**src/hdl/bpj_pkg.sv**
```systemverilog
// Types, constants and register codes of the depth pixel back-projection block.
package bpj_pkg;

   localparam int DEPTH_W    = 16;
   localparam int COLOR_W    = 8;
   localparam int PIX_W      = 12;
   localparam int SIZE_W     = 13;
   localparam int AD_W       = 13;
   localparam int INV_W      = 24;
   localparam int RANGE_W    = 16;
   localparam int COORD_W    = 21;
   localparam int SQ_W       = 2 * COORD_W;
   localparam int DSQ_W      = 2 * DEPTH_W;
   localparam int RANGE_SQ_W = 2 * RANGE_W;
   localparam int DIST_W     = SQ_W + 2;
   localparam int CSR_IDX_W  = 3;
   localparam int CSR_DATA_W = 24;

   localparam int COORD_BITS_DEF          = 12;
   localparam int INV_FOCAL_FRAC_BITS_DEF = 24;

   localparam logic [DIST_W-1:0]  MIN_RANGE_SQ = DIST_W'(64'd2250000);
   localparam logic [COORD_W-1:0] NEG_LIMIT    = COORD_W'(64'd1048576);
   localparam logic [COORD_W-1:0] POS_LIMIT    = COORD_W'(64'd1048575);

   localparam logic [SIZE_W-1:0]  IMAGE_WIDTH_RST  = SIZE_W'(640);
   localparam logic [SIZE_W-1:0]  IMAGE_HEIGHT_RST = SIZE_W'(480);
   localparam logic [SIZE_W-1:0]  ROW_FIRST_RST    = SIZE_W'(0);
   localparam logic [SIZE_W-1:0]  ROW_END_RST      = SIZE_W'(480);
   localparam logic [INV_W-1:0]   INV_FOCAL_RST    = INV_W'(33554);
   localparam logic [RANGE_W-1:0] RANGE_MAX_RST    = RANGE_W'(50000);

   typedef enum logic [CSR_IDX_W-1:0] {
      CSR_IMAGE_WIDTH  = 3'd0,
      CSR_IMAGE_HEIGHT = 3'd1,
      CSR_ROW_FIRST    = 3'd2,
      CSR_ROW_END      = 3'd3,
      CSR_INV_FOCAL_X  = 3'd4,
      CSR_INV_FOCAL_Y  = 3'd5,
      CSR_RANGE_MAX    = 3'd6
   } csr_index_type;

   typedef struct packed {
      logic [SIZE_W-1:0]     image_width;
      logic [SIZE_W-1:0]     image_height;
      logic [SIZE_W-1:0]     row_first;
      logic [SIZE_W-1:0]     row_end;
      logic [INV_W-1:0]      inv_focal_x;
      logic [INV_W-1:0]      inv_focal_y;
      logic [RANGE_SQ_W-1:0] range_sq;
   } cfg_type;

   typedef struct packed {
      logic [DEPTH_W-1:0] depth;
      logic [COLOR_W-1:0] red;
      logic [COLOR_W-1:0] green;
      logic [COLOR_W-1:0] blue;
   } pixel_type;

endpackage

```
**src/hdl/bpj_axis.sv**
```systemverilog
// One projection axis: two multiplies, rounding with saturation, and the square.
module bpj_axis #(
   parameter int INV_FOCAL_FRAC_BITS = bpj_pkg::INV_FOCAL_FRAC_BITS_DEF
) (
   input  logic                                clock,
   input  logic [bpj_pkg::DEPTH_W-1:0]         depth,
   input  logic [bpj_pkg::AD_W-1:0]            offset_mag,
   input  logic                                offset_neg,
   input  logic [bpj_pkg::INV_W-1:0]           inv_focal,
   output logic signed [bpj_pkg::COORD_W-1:0]  coord,
   output logic [bpj_pkg::SQ_W-1:0]            mag_sq
);

   localparam int SCALED_W = bpj_pkg::DEPTH_W + bpj_pkg::AD_W;
   localparam int PROD_W   = SCALED_W + bpj_pkg::INV_W;
   localparam int SUM_W    = PROD_W + 1;
   localparam int SHIFT    = INV_FOCAL_FRAC_BITS + 1;
   localparam int RND_W    = SUM_W - SHIFT;

   logic [SCALED_W-1:0]            scaled_ff;
   logic                           neg_a_ff;
   logic [PROD_W-1:0]              prod_ff;
   logic                           neg_b_ff;
   logic [bpj_pkg::COORD_W-1:0]    mag_ff;
   logic [bpj_pkg::COORD_W-1:0]    coord_c_ff;
   logic [bpj_pkg::COORD_W-1:0]    coord_ff;
   logic [bpj_pkg::SQ_W-1:0]       sq_ff;

   logic [SUM_W-1:0]               rnd_sum;
   logic [RND_W-1:0]               rnd;
   logic [bpj_pkg::COORD_W-1:0]    mag_in;
   logic [bpj_pkg::COORD_W-1:0]    coord_in;

   always_comb begin
      rnd_sum = {1'b0, prod_ff} + (SUM_W'(1) << INV_FOCAL_FRAC_BITS);
      rnd     = RND_W'(rnd_sum >> SHIFT);
      if (neg_b_ff) begin
         mag_in = (rnd > RND_W'(bpj_pkg::NEG_LIMIT)) ? bpj_pkg::NEG_LIMIT
                                                     : bpj_pkg::COORD_W'(rnd);
         coord_in = ~mag_in + bpj_pkg::COORD_W'(1);
      end else begin
         mag_in = (rnd > RND_W'(bpj_pkg::POS_LIMIT)) ? bpj_pkg::POS_LIMIT
                                                     : bpj_pkg::COORD_W'(rnd);
         coord_in = mag_in;
      end
   end

   always_ff @(posedge clock) begin
      scaled_ff  <= depth * offset_mag;
      neg_a_ff   <= offset_neg;
      prod_ff    <= scaled_ff * inv_focal;
      neg_b_ff   <= neg_a_ff;
      mag_ff     <= mag_in;
      coord_c_ff <= coord_in;
      sq_ff      <= mag_ff * mag_ff;
      coord_ff   <= coord_c_ff;
   end

   assign coord  = signed'(coord_ff);
   assign mag_sq = sq_ff;

endmodule

```
**config.mk**
```make
export PLATFORM = sky130hd
export DESIGN_NAME = bpj_axis
export DESIGN_NICKNAME = d
export VERILOG_FILES = /design/src/hdl/bpj_pkg.sv /design/src/hdl/bpj_axis.sv
export SDC_FILE = /design/constraint.sdc
export NUM_CORES = 2
export LEC_CHECK = 0
export BUFFER_PORTS_ARGS = -buffer_cell sky130_fd_sc_hd__buf_4
export CORE_ASPECT_RATIO = 1.4
export CORE_MARGIN = 2
export CORE_UTILIZATION = 70
export CTS_CLUSTER_DIAMETER = 120
export DETAILED_ROUTE_END_ITERATION = 8
export PLACE_DENSITY = 0.88
export SETUP_SLACK_MARGIN = 0.02
export SLEW_MARGIN = 20
export SYNTH_ARGS = -nofsm -noshare
export SYNTH_HDL_FRONTEND = slang
export SYNTH_SLANG_ARGS = --single-unit
```
**constraint.sdc**
```tcl
create_clock -name clock -period 13.3 [get_ports clock]
set_clock_uncertainty 0.05 [all_clocks]
set_input_delay 1.33 -clock clock [delete_from_list [all_inputs] [get_ports clock]]
set_output_delay 1.33 -clock clock [all_outputs]
set_load 0.01 [all_outputs]
```
# After elaboration in Yosys (flattened, before gate mapping)
# Index checks and enable logic that the tools add are counted.
[op_classes] n_lt_le_gt_ge=2 n_bitwise=1 muxes=4 multipliers=3 addsub=2
[op_table] operator="21-bit two-way mux" n=4
[op_table] operator="53-bit by 25-bit adder with 54-bit output (second input constant)" n=1
[op_table] operator="29-bit by 24-bit multiplier with 53-bit output" n=1
[op_table] operator="21-bit by 21-bit multiplier with 42-bit output" n=1
[op_table] operator="29-bit by 20-bit > comparator with 1-bit output (second input constant)" n=1
[op_table] operator="29-bit by 21-bit > comparator with 1-bit output (second input constant)" n=1
[op_table] operator="16-bit by 13-bit multiplier with 29-bit output" n=1
[op_table] operator="21-bit by 1-bit adder with 21-bit output (second input constant)" n=1
[op_table] operator="21-bit inverter" n=1
[word_totals] output_inout_bits=63 ff_bits=189 input_bits=55

# Longest topological paths before layout
[depth] word_depth=6 mapped_depth=28

# Worst setup path before layout
# Ideal clock, no wire load.
[synth_path] path_type="input to register" from="input inv_focal[3] (netlist bit)" to="register prod_ff[52]" setup_time_ns=0.127 slack_ns=4.973 required_time_ns=13.123 n_path_buf=2 t_arrival_ns=8.151 stages=26 cell_sequence="clkbuf_1 > clkbuf_1 > nand2_1 > fa_1 > inv_1 > fa_1 > inv_1 > fa_1 > fa_1 > inv_1 > fa_1 > fa_1 > inv_1 > fa_1 > inv_1 > ha_1 > and3_1 > a22o_1 > or4_1 > a211o_1 > nor2_1 > a21oi_1 > o211ai_1 > a31oi_1 > and4_1 > or3_1"
[synth_between] elab_chain_cells=1
[synth_lines] item="start: declaration" line_no="bpj_axis.sv:9" rtl="input logic [bpj_pkg::INV_W-1:0] inv_focal,"
[synth_lines] item="29-bit by 24-bit multiplier with 53-bit output" line_no="bpj_axis.sv:51" rtl="prod_ff <= scaled_ff * inv_focal;"
[synth_lines] item="end signal: assignment" line_no="bpj_axis.sv:51"
[synth_lines] item="end: declaration" line_no="bpj_axis.sv:22" rtl="logic [PROD_W-1:0] prod_ff;"
# Every way passes these cells.

# Worst setup path after layout
[layout_path] from="register mag_ff[5] (netlist bit)" to="register sq_ff, in the netlist mag_sq[35]"
[layout_between] elab_chain_cells=1
[layout_lines] item="start: declaration" line_no="bpj_axis.sv:24" rtl="logic [bpj_pkg::COORD_W-1:0] mag_ff;"
[layout_lines] item="start signal: assignment" line_no="bpj_axis.sv:53" rtl="mag_ff <= mag_in;"
[layout_lines] item="21-bit by 21-bit multiplier with 42-bit output" line_no="bpj_axis.sv:55" rtl="sq_ff <= mag_ff * mag_ff;"
[layout_lines] item="end signal: assignment" line_no="bpj_axis.sv:55"
[layout_lines] item="end: declaration" line_no="bpj_axis.sv:27" rtl="logic [bpj_pkg::SQ_W-1:0] sq_ff;"
# Every way passes these cells.

==> results.py <==
metrics = {
    "outcome": {
        "status": "finished clean",
    },
    "yosys": {
        "ys_seq_area_share_pct": 7.153,
        "synthCells": 4955,
        "syn_avg_cell_area_um2": 9.150,
        "syn-cell-area_um2": 45340,
        "postSynth.asyncResetShare_pct": 0,
        "synth-seq-cells": 162,
        "synth_nets": 6468,
        "yosys_warnings": 0,
        "ys_types": 80,
        "synth_edf_count": 0,
        "synth_ff_type": "dfxtp_1",
    },
    "routing": {
        "wl_met1_mm": 36.27,
        "top_layer": "met5",
        "dr_wl_met2_mm": 58.53,
        "drcViolationCount": 0,
        "vias": 33850,
        "wl_per_cell_um": 19.76,
        "via_per_inst": 5.884,
        "postRouteAntennaNets": 0,
        "firstDrtPassIters": 7,
        "initialDrtViolationCount": 2410,
        "wl_mm": 113.7,
        "wl_met3_mm": 9.631,
    },
    "placed_design": {
        "dpl.hpwl_mm": 90.64,
        "io_buffers": 116,
        "place_congestion": 0.9693,
        "post-place-ws_ns": 4.507,
    },
    "setup_path": {
        "slowest_delay_ns": 0.90,
        "slowest_stage": "dfxtp_1",
        "cp_common_cell": "fa_1",
        "worst_setup_path_start_kind": "flop",
        "worstPathMaxFanout": 18,
        "required_ns": 13.66,
        "cp_cell_sequence": "inv_1 -> nor2_1 -> fa_1 -> ha_1 -> a21oi_1 -> fa_1 -> fa_1 -> inv_1 -> fa_1 -> inv_1 -> fa_1 -> fa_1 -> inv_1 -> ha_1 -> nand3_1 -> o21a_1 -> a31oi_1 -> o21ai_0 -> a2111oi_0 -> buf_4 -> o21ai_0 -> a2111o_1 -> o211ai_1",
        "worstPathArrival_ns": 9.14,
        "end_kind": "flop",
        "cp_num_buf_inv": 5,
        "critPathKind": "reg2reg",
        "cp_top_family": "adder cells",
    },
    "clocking": {
        "clk_latency_ns": 0.50,
        "clk_pin_slew_ns": 0.08,
        "cts_root_buf": "clkbuf_16",
        "cts_resized": 0,
        "htreeDepth": 4,
        "cts_sinks": 162,
        "cts_tree": "built",
        "postCtsSetupRepairBufs": 0,
        "cts_hold_buf": 0,
        "clockBufferDepth": 2,
        "cts_inserted_buffers": 17,
    },
    "layout": {
        "drive_gt1_share_pct": 4.030,
        "nets": 6413,
        "multi_input_area_um2": 36650,
        "fill_cells": 4281,
        "areaGrowthSynthToFinish_pct": 4.211,
        "n_antenna_cell": 0,
        "register_area_um2": 3247,
        "post-route-util_pct": 73.67,
        "layout_commonest_cell": "inv_1",
        "layout_common_cells": "1229 x inv_1, 1056 x fa_1, 612 x nand2_1, 567 x and2_1, 402 x ha_1",
    },
    "sta": {
        "fin_crit_ns": 8.776,
        "rsz0062_at_grt": "false",
        "setup_violations": 0,
        "setup_tns_ns": 0,
        "fmax_mhz": 113.9,
        "final-max-slew-violation-count": 0,
        "final.setup.worst_slack_ns": 4.524,
        "hold_viol_final": 0,
        "tightest_slew_ns": 1.288,
        "slew_headroom_pct": 14.01,
        "fin_crit_sh_pct": 65.98,
    },
    "die": {
        "coreArea_um2": 64140,
        "initial_core_util_pct": 70.69,
        "io-pin-count": 118,
        "rows": 110,
        "dieArea_um2": 66850,
        "dieHeight_um": 305.1,
        "die_w_um": 219.1,
    },
    "flow_run": {
        "maxCapViolations": 0,
    },
    "global_route": {
        "antenna_found_initial": 1,
        "grtUsageTotal_pct": 36.12,
        "grt_pass1_wl_mm": 187.3,
        "gr-total-overflow": 0,
        "grt_max_degree": 46,
        "grt_pass1_vias": 38160,
    },
    "hold_path": {
        "hold_class": "reg2reg",
    },
}
path summary, 6_finish.rpt:
check / start / cells after the start / end / slack [ns]
worst min register to register: coord_c_ff[3] / 0 / coord[3] / 0.28
worst min-delay path: coord_c_ff[3] / 0 / coord[3] / 0.28
worst max register to register: mag_ff[5] / 23 / mag_sq[35] / 4.52
worst max-delay path: mag_ff[5] / 23 / mag_sq[35] / 4.52
registers in the layout, summed over array words and instances (netlist names):
name        cells
mag_sq         41
prod_ff        29
neg_b_ff        1
coord          20
mag_ff         20
scaled_ff      29
neg_a_ff        1
coord_c_ff     21
routing by layer:
layer	vias to the layer above	global-route usage [%]
li1	14410	-
met5	-	0
met1	16920	37.33
met2	1846	64.25
met3	670	8.333
met4	2	24.72
cell usage after synthesis (16+ instances only):
cell type / number / area [um2]
inv_1: 1229 / 4613
a21o_1: 41 / 307.8
nand4_1: 16 / 100.1
ha_1: 402 / 5030
nor2b_1: 16 / 100.1
a21oi_1: 100 / 500.5
nor3_1: 28 / 140.1
nand2_1: 612 / 2297
xnor2_1: 72 / 630.6
and3_1: 18 / 112.6
nor2_1: 103 / 386.6
fa_1: 1056 / 21140
o21ai_0: 50 / 250.2
and2_1: 567 / 3547
dfxtp_1: 162 / 3243
nand3_1: 28 / 140.1
xor2_1: 38 / 332.8
clkbuf_1: 205 / 769.5
nand2b_1: 16 / 100.1
stage by stage:
step | std cells | area [um2] | hold slack, ns
after global placement | 5721 | 46620 | 0.2611
final | 5753 | 47250 | 0.2792
after detailed placement | 5721 | 46620 | 0.2621
after CTS | 5753 | 47240 | 0.2814
after floorplan | 4955 | 45340 | 0.2596
after global routing | 5753 | 47250 | 0.2795
final cells by class:
cell class	count	share of cell area, %
Tap cell	840	2.224
Sequential cell	162	6.872
Inverter	1229	9.764
Multi-Input combinational cell	3348	77.57
Clock inverter	15	0.4105
Timing Repair Buffer	142	2.256
Clock buffer	17	0.9004
kinds of logic (layout without fill, tap and decap cells):
group / count (synthesis) / count (layout) / share of synthesized area [%]
xor+xnor: 110 / 110 / 2.125
compound gates: 308 / 308 / 4.429
flops: 162 / 162 / 7.153
mux: 11 / 11 / 0.2484
fa+ha+maj: 1458 / 1458 / 57.72
other cells: 1 / 1 / 0.008271
buf+inv: 1445 / 1403 / 12.01
simple gates: 1460 / 1460 / 16.31
Power is not shown: default switching activity piles up to over one toggle a cycle in this logic, so the estimate is an artifact.
