$ cat src/hdl/bpj_pkg.sv
// Types, constants and register codes of the depth pixel back-projection block.
package bpj_pkg;

   localparam int DEPTH_W    = 16;
   localparam int COLOR_W    = 8;
   localparam int PIX_W      = 12;
   localparam int SIZE_W     = 13;
   localparam int AD_W       = 13;
   localparam int INV_W      = 24;
   localparam int RANGE_W    = 16;
   localparam int COORD_W    = 21;
   localparam int SQ_W       = 2 * COORD_W;
   localparam int DSQ_W      = 2 * DEPTH_W;
   localparam int RANGE_SQ_W = 2 * RANGE_W;
   localparam int DIST_W     = SQ_W + 2;
   localparam int CSR_IDX_W  = 3;
   localparam int CSR_DATA_W = 24;

   localparam int COORD_BITS_DEF          = 12;
   localparam int INV_FOCAL_FRAC_BITS_DEF = 24;

   localparam logic [DIST_W-1:0]  MIN_RANGE_SQ = DIST_W'(64'd2250000);
   localparam logic [COORD_W-1:0] NEG_LIMIT    = COORD_W'(64'd1048576);
   localparam logic [COORD_W-1:0] POS_LIMIT    = COORD_W'(64'd1048575);

   localparam logic [SIZE_W-1:0]  IMAGE_WIDTH_RST  = SIZE_W'(640);
   localparam logic [SIZE_W-1:0]  IMAGE_HEIGHT_RST = SIZE_W'(480);
   localparam logic [SIZE_W-1:0]  ROW_FIRST_RST    = SIZE_W'(0);
   localparam logic [SIZE_W-1:0]  ROW_END_RST      = SIZE_W'(480);
   localparam logic [INV_W-1:0]   INV_FOCAL_RST    = INV_W'(33554);
   localparam logic [RANGE_W-1:0] RANGE_MAX_RST    = RANGE_W'(50000);

   typedef enum logic [CSR_IDX_W-1:0] {
      CSR_IMAGE_WIDTH  = 3'd0,
      CSR_IMAGE_HEIGHT = 3'd1,
      CSR_ROW_FIRST    = 3'd2,
      CSR_ROW_END      = 3'd3,
      CSR_INV_FOCAL_X  = 3'd4,
      CSR_INV_FOCAL_Y  = 3'd5,
      CSR_RANGE_MAX    = 3'd6
   } csr_index_type;

   typedef struct packed {
      logic [SIZE_W-1:0]     image_width;
      logic [SIZE_W-1:0]     image_height;
      logic [SIZE_W-1:0]     row_first;
      logic [SIZE_W-1:0]     row_end;
      logic [INV_W-1:0]      inv_focal_x;
      logic [INV_W-1:0]      inv_focal_y;
      logic [RANGE_SQ_W-1:0] range_sq;
   } cfg_type;

   typedef struct packed {
      logic [DEPTH_W-1:0] depth;
      logic [COLOR_W-1:0] red;
      logic [COLOR_W-1:0] green;
      logic [COLOR_W-1:0] blue;
   } pixel_type;

endpackage

$ cat src/hdl/bpj_csr.sv
// Configuration register file of the back-projection block.
module bpj_csr (
   input  logic                             clock,
   input  logic                             reset,
   input  logic                             wr_en,
   input  logic [bpj_pkg::CSR_IDX_W-1:0]    wr_index,
   input  logic [bpj_pkg::CSR_DATA_W-1:0]   wr_data,
   output bpj_pkg::cfg_type                 cfg
);

   logic [bpj_pkg::SIZE_W-1:0]     image_width_ff;
   logic [bpj_pkg::SIZE_W-1:0]     image_height_ff;
   logic [bpj_pkg::SIZE_W-1:0]     row_first_ff;
   logic [bpj_pkg::SIZE_W-1:0]     row_end_ff;
   logic [bpj_pkg::INV_W-1:0]      inv_focal_x_ff;
   logic [bpj_pkg::INV_W-1:0]      inv_focal_y_ff;
   logic [bpj_pkg::RANGE_W-1:0]    range_max_ff;
   logic [bpj_pkg::RANGE_SQ_W-1:0] range_sq_ff;
   logic [bpj_pkg::RANGE_SQ_W-1:0] range_sq_in;

   always_ff @(posedge clock) begin
      if (reset) begin
         image_width_ff  <= bpj_pkg::IMAGE_WIDTH_RST;
         image_height_ff <= bpj_pkg::IMAGE_HEIGHT_RST;
         row_first_ff    <= bpj_pkg::ROW_FIRST_RST;
         row_end_ff      <= bpj_pkg::ROW_END_RST;
         inv_focal_x_ff  <= bpj_pkg::INV_FOCAL_RST;
         inv_focal_y_ff  <= bpj_pkg::INV_FOCAL_RST;
         range_max_ff    <= bpj_pkg::RANGE_MAX_RST;
      end else if (wr_en) begin
         case (bpj_pkg::csr_index_type'(wr_index))
            bpj_pkg::CSR_IMAGE_WIDTH: begin
               image_width_ff <= wr_data[bpj_pkg::SIZE_W-1:0];
            end
            bpj_pkg::CSR_IMAGE_HEIGHT: begin
               image_height_ff <= wr_data[bpj_pkg::SIZE_W-1:0];
            end
            bpj_pkg::CSR_ROW_FIRST: begin
               row_first_ff <= wr_data[bpj_pkg::SIZE_W-1:0];
            end
            bpj_pkg::CSR_ROW_END: begin
               row_end_ff <= wr_data[bpj_pkg::SIZE_W-1:0];
            end
            bpj_pkg::CSR_INV_FOCAL_X: begin
               inv_focal_x_ff <= wr_data[bpj_pkg::INV_W-1:0];
            end
            bpj_pkg::CSR_INV_FOCAL_Y: begin
               inv_focal_y_ff <= wr_data[bpj_pkg::INV_W-1:0];
            end
            bpj_pkg::CSR_RANGE_MAX: begin
               range_max_ff <= wr_data[bpj_pkg::RANGE_W-1:0];
            end
            default: begin
            end
         endcase
      end
   end

   // squared range limit, registered from the range register
   assign range_sq_in = range_max_ff * range_max_ff;

   always_ff @(posedge clock) begin
      range_sq_ff <= range_sq_in;
   end

   assign cfg.image_width  = image_width_ff;
   assign cfg.image_height = image_height_ff;
   assign cfg.row_first    = row_first_ff;
   assign cfg.row_end      = row_end_ff;
   assign cfg.inv_focal_x  = inv_focal_x_ff;
   assign cfg.inv_focal_y  = inv_focal_y_ff;
   assign cfg.range_sq     = range_sq_ff;

endmodule

$ cat config.mk
export PLATFORM = sky130hd
export DESIGN_NAME = bpj_csr
export DESIGN_NICKNAME = d
export VERILOG_FILES = /design/src/hdl/bpj_pkg.sv /design/src/hdl/bpj_csr.sv
export SDC_FILE = /design/constraint.sdc
export NUM_CORES = 1
export LEC_CHECK = 0
export BUFFER_PORTS_ARGS = -buffer_cell sky130_fd_sc_hd__buf_2
export CORE_ASPECT_RATIO = 0.7
export CORE_MARGIN = 1
export CORE_UTILIZATION = 50
export CTS_CLUSTER_DIAMETER = 150
export DETAILED_ROUTE_END_ITERATION = 6
export MAX_ROUTING_LAYER = met4
export PLACE_DENSITY_LB_ADDON = 0.3
export SLEW_MARGIN = 5
export SYNTH_ARGS = -nofsm -noshare
export SYNTH_HDL_FRONTEND = slang
export SYNTH_SLANG_ARGS = --single-unit
$ cat constraint.sdc
create_clock -name clock -period 7.1 [get_ports clock]
set_input_delay 0 -clock clock [delete_from_list [all_inputs] [get_ports clock]]
set_output_delay 0 -clock clock [all_outputs]
set_load 0.05 [all_outputs]
**Yosys cells after proc, flatten, opt, wreduce, memory -nomap -nowiden**

Index checks and enable logic that the tools add are counted.

- Memories: 0
- Logic and storage cells: 23
- RAM bits: 0
- Bits in registers: 148
- Bits in read-only memories: 0
- Latch bits: 0
- Input port bits: 30

- Multipliers: 1
- Equality and inequality tests: 6
- Reductions and logical operators: 8
- Shift-type cells: 0
- Magnitude comparators: 0
- Div/mod/pow operators: 0
- $add $sub $neg: 0
- Muxes and demuxes: 0
- Bitwise operators: 0

Operators with widths:

| kind | number |
|---|---|
| $mul 16x16->32 | 1 |
| $reduce_and 2->1 | 7 |
| $eq 3x3->1 const B | 3 |
| $eq 3x2->1 const B | 2 |
| $eq 3x1->1 const B | 1 |
| $logic_not 3->1 | 1 |

**Longest topological paths before layout**

Gate-level depths: netlist of run 1.

- Depth after elaboration: 2
- Mapped depth: 24
- Mapped depth without buffers: 22

**Least setup slack after synthesis of run 1**

Ideal clock, no wire load.

- Kind: register to register
- Start: reg range_max_ff[4] (netlist bit)
- End: reg range_sq_ff[25] (netlist bit)
- Slack: 1.310 ns
- Cell stages (with the launch flop): 24
- Required time: 6.973 ns
- Data arrival time: 5.662 ns
- Cell sequence: dfxtp_1 -> clkbuf_1 -> clkbuf_1 -> nand2_1 -> inv_1 -> fa_1 -> inv_1 -> fa_1 -> inv_1 -> fa_1 -> fa_1 -> fa_1 -> inv_1 -> fa_1 -> inv_1 -> ha_1 -> buf_2 -> nor2_1 -> o311ai_0 -> o2111ai_1 -> a221oi_2 -> o21a_4 -> a41oi_2 -> xnor2_1

- Cells in the longest elaborated chain, start to end: 1

RTL lines:

| item | RTL line | source |
|---|---|---|
| start: declaration | bpj_csr.sv:17 | `logic [bpj_pkg::RANGE_W-1:0] range_max_ff;` |
| start signal: assignment | bpj_csr.sv:29 | `range_max_ff <= bpj_pkg::RANGE_MAX_RST;` |
| start signal: assignment | bpj_csr.sv:51 | `range_max_ff <= wr_data[bpj_pkg::RANGE_W-1:0];` |
| $mul 16x16->32 | bpj_csr.sv:60 | `assign range_sq_in = range_max_ff * range_max_ff;` |
| via range_sq_in (one bit) | bpj_csr.sv:19 | `logic [bpj_pkg::RANGE_SQ_W-1:0] range_sq_in;` |
| end signal: assignment | bpj_csr.sv:63 | `range_sq_ff <= range_sq_in;` |
| end: declaration | bpj_csr.sv:18 | `logic [bpj_pkg::RANGE_SQ_W-1:0] range_sq_ff;` |

The timed path passes the listed nets, and every way through them passes these cells.
A chain may end at the register's enable or synchronous reset.

**Worst setup path in the final report of run 1**

- Start: reg range_max_ff[9] (netlist bit)
- End: reg range_sq_ff[31] (netlist bit)

Same word-level chain as after synthesis.

==> impl_metrics.ini, run 1 <==
[layout]
area_growth_pct = 15.24
final_cell_mix = 322 x nand2_1, 252 x inv_1, 162 x fa_1
diodes = 0
fin_area_um2 = 13940
drive_above_1_share_pct = 13.87
nNetsFinal = 1853
final_common_cell = nand2_1

[clocking]
root_buffer = clkbuf_16
cts_buffer_depth = 2
cts_buffers = 17
clk-insertion-delay-late_ns = 0.44
h-tree-depth = 4
path_clk_slew_ns = 0.07
cts_setup_buffers = 0
cts_tree = built
holdBufCountCts = 24
cts_sinks = 147
post_cts_resized = 0

[global_routing]
grt_pass1_vias = 10040
grt_usage_pct = 26.67
grt_pass1_wl_mm = 50.60
grt_max_degree = 117
antenna_found_initial = 0
grt.overflow.total = 0

[pwr]
p_clk_share_pct = 26.1
combPwrFrac_pct = 46.6
switchingPower_uw = 1506
powerDensity_nw_per_um2 = 246.2
leakage_uw = 0.007076
max-vdd-ir-drop_v = 0.0001893
internal-power_uw = 1926
p_sw_share_pct = 43.89
power_frac_seq_pct = 27.3

[place]
io_buffers = 160
place_area_um2 = 13130
dp.final_hpwl_mm = 23.41
routabilityCongestion = 0.9000
place_ws_ns = 0.7259

[timing]
hold_viol_final = 0
maxSlewHeadroom_pct = 20.99
maxSlewViolCount = 0
setup_viol = 0
hold_ws_ns = 0.08173
period_minus_slack_ns = 6.438
skew_ns = 0.007291
rsz0062_at_grt = false
tightest_slew_ns = 1.182
fin_crit_sh_pct = 90.67
layout_setup_ws_ns = 0.6623
setup_tns_ns = 0
max_freq_mhz = 155.3

[die]
die_y_um = 132.1
rows = 47
die_area_um2 = 24830
start_util_pct = 51.05
core-area_um2 = 23700
die_w_um = 187.9
io_pins = 162

[synthesis]
async_reset_ff_share_pct = 0
avgSynthCellArea_um2 = 8.580
synth_edf_count = 0
ys_types = 49
ys.flop_type = dfxtp_1
yosysSeqAreaShare_pct = 24.33
synth_seq_cells = 147
netlist_area_um2 = 12100
netlist_instances = 1410
yosys_warnings = 0
synth_nets = 1704

[setup_path]
crit_fanout = 18
critPathLaunchType = flip-flop
slowest_delay_ns = 0.55
rrSetupSlack_ns = 0.66
r2r_end = range_sq_ff[31]
critPathKind = reg -> reg
slowest_stage = dfxtp_1
crit_chain = and2_1, fa_1, inv_1, fa_1, inv_1, fa_1, inv_1, fa_1, inv_1, fa_1, inv_1, fa_1, inv_1, ha_1, o21ai_0, a211oi_1, a21oi_1, a21oi_1, a21oi_1, o21ai_0, xnor2_1
reg2reg_from = range_max_ff[9]
r2r.worst_path.cells = 21
arrival_ns = 6.76
endpoint_kind = flip-flop
crit_required_ns = 7.42

[hold_path]
holdPathEnd = inv_focal_x_ff[13]
hp-start = wr_index[1]
hold_class = in -> reg
min_path_cells = 4

[routing]
drc = 0
vias_per_cell = 5.219
routed_wl_mm = 30.53
drt_iter0_markers = 821
post_drt_wl_per_cell_um = 16.15
vias = 9864
ant_nets = 0
drt-pass1-iter-count = 5

[job]
max_cap_viol_count = 0

[status]
status = completed
## logic make-up after synthesis
group	count (synthesis)	share of synthesized area, %
adder cells (fa/ha/maj)	264	37.36
flip-flops	147	24.33
multiplexers	1	0.09307
XOR/XNOR	38	2.751
other	1	0.03100
buffers and inverters	313	9.753
AO/OA/AOI/OAI	184	9.060
AND/OR/NAND/NOR	462	16.63
## worst max path at each step
stage	from	endpoint	slack, ns	cells past startpoint
floorplan	range_max_ff[4]	range_sq_ff[25]	1.31	23
global placement	range_max_ff[9]	range_sq_ff[25]	0.78	21
detailed placement	range_max_ff[9]	range_sq_ff[31]	0.73	21
CTS	range_max_ff[9]	range_sq_ff[31]	0.69	21
global route	range_max_ff[9]	range_sq_ff[29]	0.35	21
finish	range_max_ff[9]	range_sq_ff[31]	0.66	21
## cell type report
cell class	count	area [um^2]
Tap cell	318	397.9
Clock inverter	14	137.6
Clock buffer	18	439.2
Inverter	252	945.9
Fill cell	2067	9757
Multi-Input combinational cell	950	7983
Sequential cell	147	2943
Timing Repair Buffer	191	1096
## through the flow
stage          power [uW]  util [%]  instances
3_3_place_gp         2515     55.38       1834
3_5_place_dp         2533     55.38       1834
2_1_floorplan        2166         -       1410
4_1_cts              3449     58.83       1890
5_1_grt              3677     58.83       1890
6_report             3432     58.83       1890
## state kept, by name (all words and copies together), names as in the netlist
signal	flops
range_sq_ff	31
inv_focal_x_ff	24
inv_focal_y_ff	24
range_max_ff	16
image_height_ff	13
image_width_ff	13
row_end_ff	13
row_first_ff	13
## metal layers
layer	GRT usage (%)	wire length, um	up-vias	share of wire, %
li1	-	-	4654	-
met1	36.44	13770	4782	45
met2	40.49	13840	383	45
met3	5.456	2417	45	7.9
met4	6.775	497	0	1.6
met5	-	0	-	0
## cells in the mapped netlist (11+ instances only)
| cell type | instances | area [um^2] |
|---|---|---|
| a21oi_1 | 121 | 605.6 |
| and2_1 | 36 | 225.2 |
| clkbuf_1 | 59 | 221.5 |
| dfxtp_1 | 147 | 2943 |
| fa_1 | 162 | 3243 |
| ha_1 | 102 | 1276 |
| inv_1 | 252 | 945.9 |
| nand2_1 | 322 | 1209 |
| nand3_1 | 11 | 55.05 |
| nand3b_1 | 26 | 195.2 |
| nor2_1 | 34 | 127.6 |
| o21ai_0 | 17 | 85.08 |
| xnor2_1 | 25 | 219.0 |
| xor2_1 | 13 | 113.9 |
## critical path, delay by kind of cell (launching register included)
family / cells / cell delay, ns
xor gates and xnor gates: 1 / 0.14
buffers and inverters: 6 / 0.30
and+or+nand+nor: 1 / 0.33
adders and majority gates: 7 / 3.34
AOI/OAI and AO/OA: 6 / 1.65
DFF: 1 / 0.55
## power by group through the flow
stage | sequential, uW | combinational (uW) | clock (uW)
6_report | 936 | 1600 | 896
5_1_grt | 945 | 1790 | 943
4_1_cts | 938 | 1600 | 911
3_5_place_dp | 956 | 1580 | 0
3_3_place_gp | 955 | 1560 | 0
2_1_floorplan | 1190 | 976 | 0
(Power assumes the default switching activity.)
==> run 2: changes to the inputs <==
RECOVER_POWER = 100   (was not set)
==> run 2 against run 1 <==
The run now ends with capacitance limit, slew limit left. Maximum frequency decreased by 3.7%. Setup slack worse by 0.24 ns. Count of clock-buffer cells in the layout unchanged. Sequential power hardly changed. Routed wire length up 0.27%.
==> impl_metrics.ini, run 2 (same netlist as run 1, synthesis figures left out) <==
[timing]
rsz0062_at_grt = false
maxSlewHeadroom_pct = -3.641
period_minus_slack_ns = 6.682
tightest_slew_ns = 1.543
skew_ns = 0.004226
hold_viol_final = 0
setup_viol = 0
setup_tns_ns = 0
maxSlewViolCount = 12
fin_crit_sh_pct = 94.11
max_freq_mhz = 149.7

[clocking]
cts_buffer_depth = 2
cts_sinks = 147
h-tree-depth = 4
path_clk_slew_ns = 0.07
cts_tree = built
root_buffer = clkbuf_16
cts_setup_buffers = 0
clk-insertion-delay-late_ns = 0.44
post_cts_resized = 0
cts_buffers = 17

[hold_path]
min_path_cells = 5
hold_class = in -> reg

[layout]
top_regs = range_sq_ff x31, inv_focal_x_ff x24, inv_focal_y_ff x24
area_growth_pct = 13.58
final_common_cell = nand2_1
top_register = range_sq_ff
largest_reg_flops = 31
final_cell_mix = 322 x nand2_1, 252 x inv_1, 162 x fa_1
nNetsFinal = 1853
fillers = 2147
register_area_um2 = 2943
multi_input_area_um2 = 7959
drive_above_1_share_pct = 4.962
fin_cells = 1890
diodes = 0

[place]
dpl.cell_count = 1834
io_buffers = 160
dp.final_hpwl_mm = 23.41
routabilityCongestion = 0.9000

[die]
rows = 47
io_pins = 162
die_y_um = 132.1
die_w_um = 187.9
start_util_pct = 51.05
core-area_um2 = 23700
die_area_um2 = 24830

[routing]
routed_wl_mm = 30.61
drt_iter0_markers = 748
ant_nets = 0
drc = 0
vias_per_cell = 5.217
post_drt_wl_per_cell_um = 16.20
drt-pass1-iter-count = 5
vias = 9860

[setup_path]
arrival_ns = 7.05
crit_fanout = 15
endpoint_kind = flip-flop
critPathLaunchType = flip-flop
r2r.worst_path.cells = 16
critPathKind = reg -> reg
crit_required_ns = 7.47

[job]
max_cap_viol_count = 1

[global_routing]
grt_usage_pct = 26.67
grt_pass1_vias = 10040
grtUsageMet2_pct = 40.49
busiest_layer = met2
antenna_found_initial = 0
grt_util_met3_pct = 5.456
grt_pass1_wl_mm = 50.60
grt.overflow.total = 0
grt_max_degree = 117
grtUsageMet1_pct = 36.44

[status]
status = finished, violations left
failed_checks = capacitance limit, slew limit

[pwr]
leakage_uw = 0.006586
powerDensity_nw_per_um2 = 247.6
power_uw = 3403
max-vdd-ir-drop_v = 0.0001889
## run 2: final cells by class
class	instances	share of cell area [%]
Clock inverter	14	1.002
Sequential cell	147	21.42
Clock buffer	18	3.196
Multi-Input combinational cell	950	57.92
Timing Repair Buffer	191	6.684
Inverter	252	6.884
Tap cell	318	2.896
## run 2: final timing paths
check             slack (ns)        startpoint            endpoint
setup / recovery        0.42  range_max_ff[10]     range_sq_ff[28]
hold / removal          0.15       wr_index[1]  image_width_ff[10]
setup reg to reg        0.42  range_max_ff[10]     range_sq_ff[28]
hold reg to reg         0.46     row_end_ff[0]       row_end_ff[0]
## run 2: stage by stage
stage	worst slack, ns	cell area [um^2]	util (%)	hold slack (ns)
finish	0.4181	13740	57.98	0.1499
global route	0.2058	13740	57.98	0.1623
CTS	0.6874	13940	58.83	0.06194
detailed placement	0.7259	13130	55.38	0.2631
global placement	0.7758	13130	55.38	0.2541
floorplan	1.310	12100	-	0.1208
## run 2: power breakdown
group	internal (uW)	total [uW]	switching, uW
clock	474	896	422
sequential	907	939	31.5
combinational	522	1570	1050
total	1900	3400	1500
## run 2: repair_timing
item / in CTS / in global routing
setup endpoints to repair: 0 / 0
hold endpoints to repair: 116 / 0
hold buffers: 24 / 0
## run 2: layer usage
layer	part of all wire [%]	wire (um)
met5	0	0
met4	1.6	486
met3	7.4	2274
met2	46	13950
met1	45	13900
## run 2: worst max-delay path, stage by stage (launching register included)
cell and delay [ns]:
dfxtp_1 0.79, nand2_1 0.17, fa_1 0.55, fa_1 0.55
inv_1 0.05, fa_1 0.48, fa_1 0.50, fa_1 0.49
inv_1 0.05, fa_1 0.48, inv_1 0.04, ha_1 0.40
nand4_1 0.18, o31ai_1 0.97, a21oi_1 0.36, o211ai_1 0.37
xor2_1 0.17
==> run 3: changes to the inputs <==
PLACE_DENSITY = 0.71   (was not set)
PLACE_DENSITY_LB_ADDON = not set   (was 0.3)
==> run 3 against run 2 <==
The flow still finishes with violations (capacitance limit, slew limit). Sequential power hardly changed. Sequential share of layout area hardly changed. Utilization is 0.069 points higher. Register-to-register slack better by 0.098 ns. Die area stayed put. Worst hold slack worse by 0.0015 ns. Global-route usage is 0.45 points lower. Clock skew is 0.0077 ns higher. Power is 1.0% higher. Largest cell class unchanged. Highest routed layer unchanged.
==> impl_metrics.ini, run 3 (same netlist as run 1, synthesis figures left out) <==
[pwr]
leakage_uw = 0.006591
p_sw_share_pct = 44.59
internal-power_uw = 1905
switchingPower_uw = 1533
p_clk_share_pct = 26.9
combPwrFrac_pct = 45.8
powerDensity_nw_per_um2 = 249.9
max-vdd-ir-drop_v = 0.0001846
power_frac_seq_pct = 27.3
power_uw = 3438

[timing]
max_freq_mhz = 151.9
rsz0062_at_grt = false
layout_setup_ws_ns = 0.5160
setup_tns_ns = 0
hold_viol_final = 0
skew_ns = 0.01188
tightest_slew_ns = 1.783
setup_viol = 0
maxSlewViolCount = 25
fin_crit_sh_pct = 92.73
maxSlewHeadroom_pct = -19.33
hold_ws_ns = 0.1484
period_minus_slack_ns = 6.584

[routing]
vias_per_cell = 5.194
wl_met3_mm = 2.408
drt_iter0_markers = 717
ant_nets = 0
wl_met1_mm = 13.63
drc = 0
highest_layer = met4
routed-wl-met2_mm = 13.74
drt-pass1-iter-count = 7
routed_wl_mm = 30.24
vias = 9802
post_drt_wl_per_cell_um = 16.03

[job]
max_cap_viol_count = 1

[layout]
final_cell_mix = 322 x nand2_1, 252 x inv_1, 162 x fa_1
nNetsFinal = 1850
largest_reg_flops = 31
area_growth_pct = 13.71
top_register = range_sq_ff
final_common_cell = nand2_1
top_regs = range_sq_ff x31, inv_focal_x_ff x24, inv_focal_y_ff x24
fin_cells = 1887
drive_above_1_share_pct = 4.908
diodes = 0

[place]
routabilityCongestion = 0.9392
dp.final_hpwl_mm = 23.17
place_ws_ns = 0.7172
dpl.cell_count = 1831
io_buffers = 160

[setup_path]
critPathKind = reg -> reg
crit_fanout = 18
crit_chain = and2_0, fa_1, inv_1, fa_1, inv_1, fa_1, inv_1, fa_1, inv_1, fa_1, inv_1, fa_1, inv_1, ha_1, o21ai_0, a22oi_1, a211oi_2, a221oi_1, o21a_4, a211oi_1, xnor2_1
crit_buf_inv = 6
crit_family = adder cells
critPathLaunchType = flip-flop
slowest_stage = fa_1
crit_required_ns = 7.47
slowest_delay_ns = 0.54
endpoint_kind = flip-flop
arrival_ns = 6.96

[global_routing]
grt.overflow.total = 0
grt_usage_pct = 26.22
antenna_found_initial = 0
grt_pass1_wl_mm = 49.60
grt_max_degree = 117
grt_pass1_vias = 9769

[die]
die_y_um = 132.1
die_w_um = 187.9
die_area_um2 = 24830
rows = 47
core-area_um2 = 23700
io_pins = 162
start_util_pct = 51.05

[hold_path]
hold_class = in -> reg

[clocking]
cts_buffers = 17
h-tree-depth = 4
clk-insertion-delay-late_ns = 0.44
cts_sinks = 147
post_cts_resized = 0
cts_tree = built
root_buffer = clkbuf_16
cts_buffer_depth = 2
path_clk_slew_ns = 0.07
cts_setup_buffers = 0

[status]
failed_checks = capacitance limit, slew limit
status = finished, violations left
-- run 3: changes by cell type in the layout (fill, tap and decap cells not counted), sizes merged --
cell | before | now
buf | 31 | 30
clkbuf | 154 | 151
clkinv | 5 | 7
inv | 260 | 259
-- run 3: per-stage QoR --
| step | area [um^2] | util, % |
|---|---|---|
| global placement | 13100 | 55.29 |
| floorplan | 12100 | - |
| global route | 13760 | 58.05 |
| CTS | 13950 | 58.86 |
| detailed placement | 13100 | 55.29 |
| finish | 13760 | 58.05 |
-- run 3: power by group through the flow --
stage	Sequential [uW]	Clock [uW]	Combinational (uW)
floorplan	1190	0	976
detailed placement	956	0	1570
global placement	956	0	1540
CTS	938	937	1590
global route	947	972	1740
finish	939	925	1570
-- run 3: what timing repair did --
| item | CTS | global route |
|---|---|---|
| setup endpoints to repair | 0 | 0 |
| hold buffers | 24 | 0 |
| hold endpoints to repair | 116 | 0 |
-- run 3: layer usage --
layer,GRT usage [%],up-vias
li1,-,4647
met1,35.50,4785
met2,39.30,337
met3,6.814,33
met4,6.188,0
met5,-,-
-- run 3: area by class of cell --
type	count	area [um^2]
Timing Repair Buffer	188	903.4
Multi-Input combinational cell	950	7961
Clock buffer	17	425.4
Tap cell	318	397.9
Fill cell	2160	9942
Sequential cell	147	2943
Clock inverter	15	180.2
Inverter	252	945.9
-- run 3: final timing paths --
path	from	to	slack, ns	cells past startpoint
worst max-delay path	range_max_ff[9]	range_sq_ff[29]	0.52	21
worst min-delay path	wr_index[0]	image_width_ff[5]	0.15	5
worst max register to register	range_max_ff[9]	range_sq_ff[29]	0.52	21
worst min register to register	inv_focal_x_ff[3]	inv_focal_x_ff[3]	0.45	2
-- run 3: worst min-delay path, cell delays in order --
cell and delay, ns:
buf_2 0.17, nor3_1 0.07, buf_4 0.18, nand2_1 0.07
a21oi_1 0.05
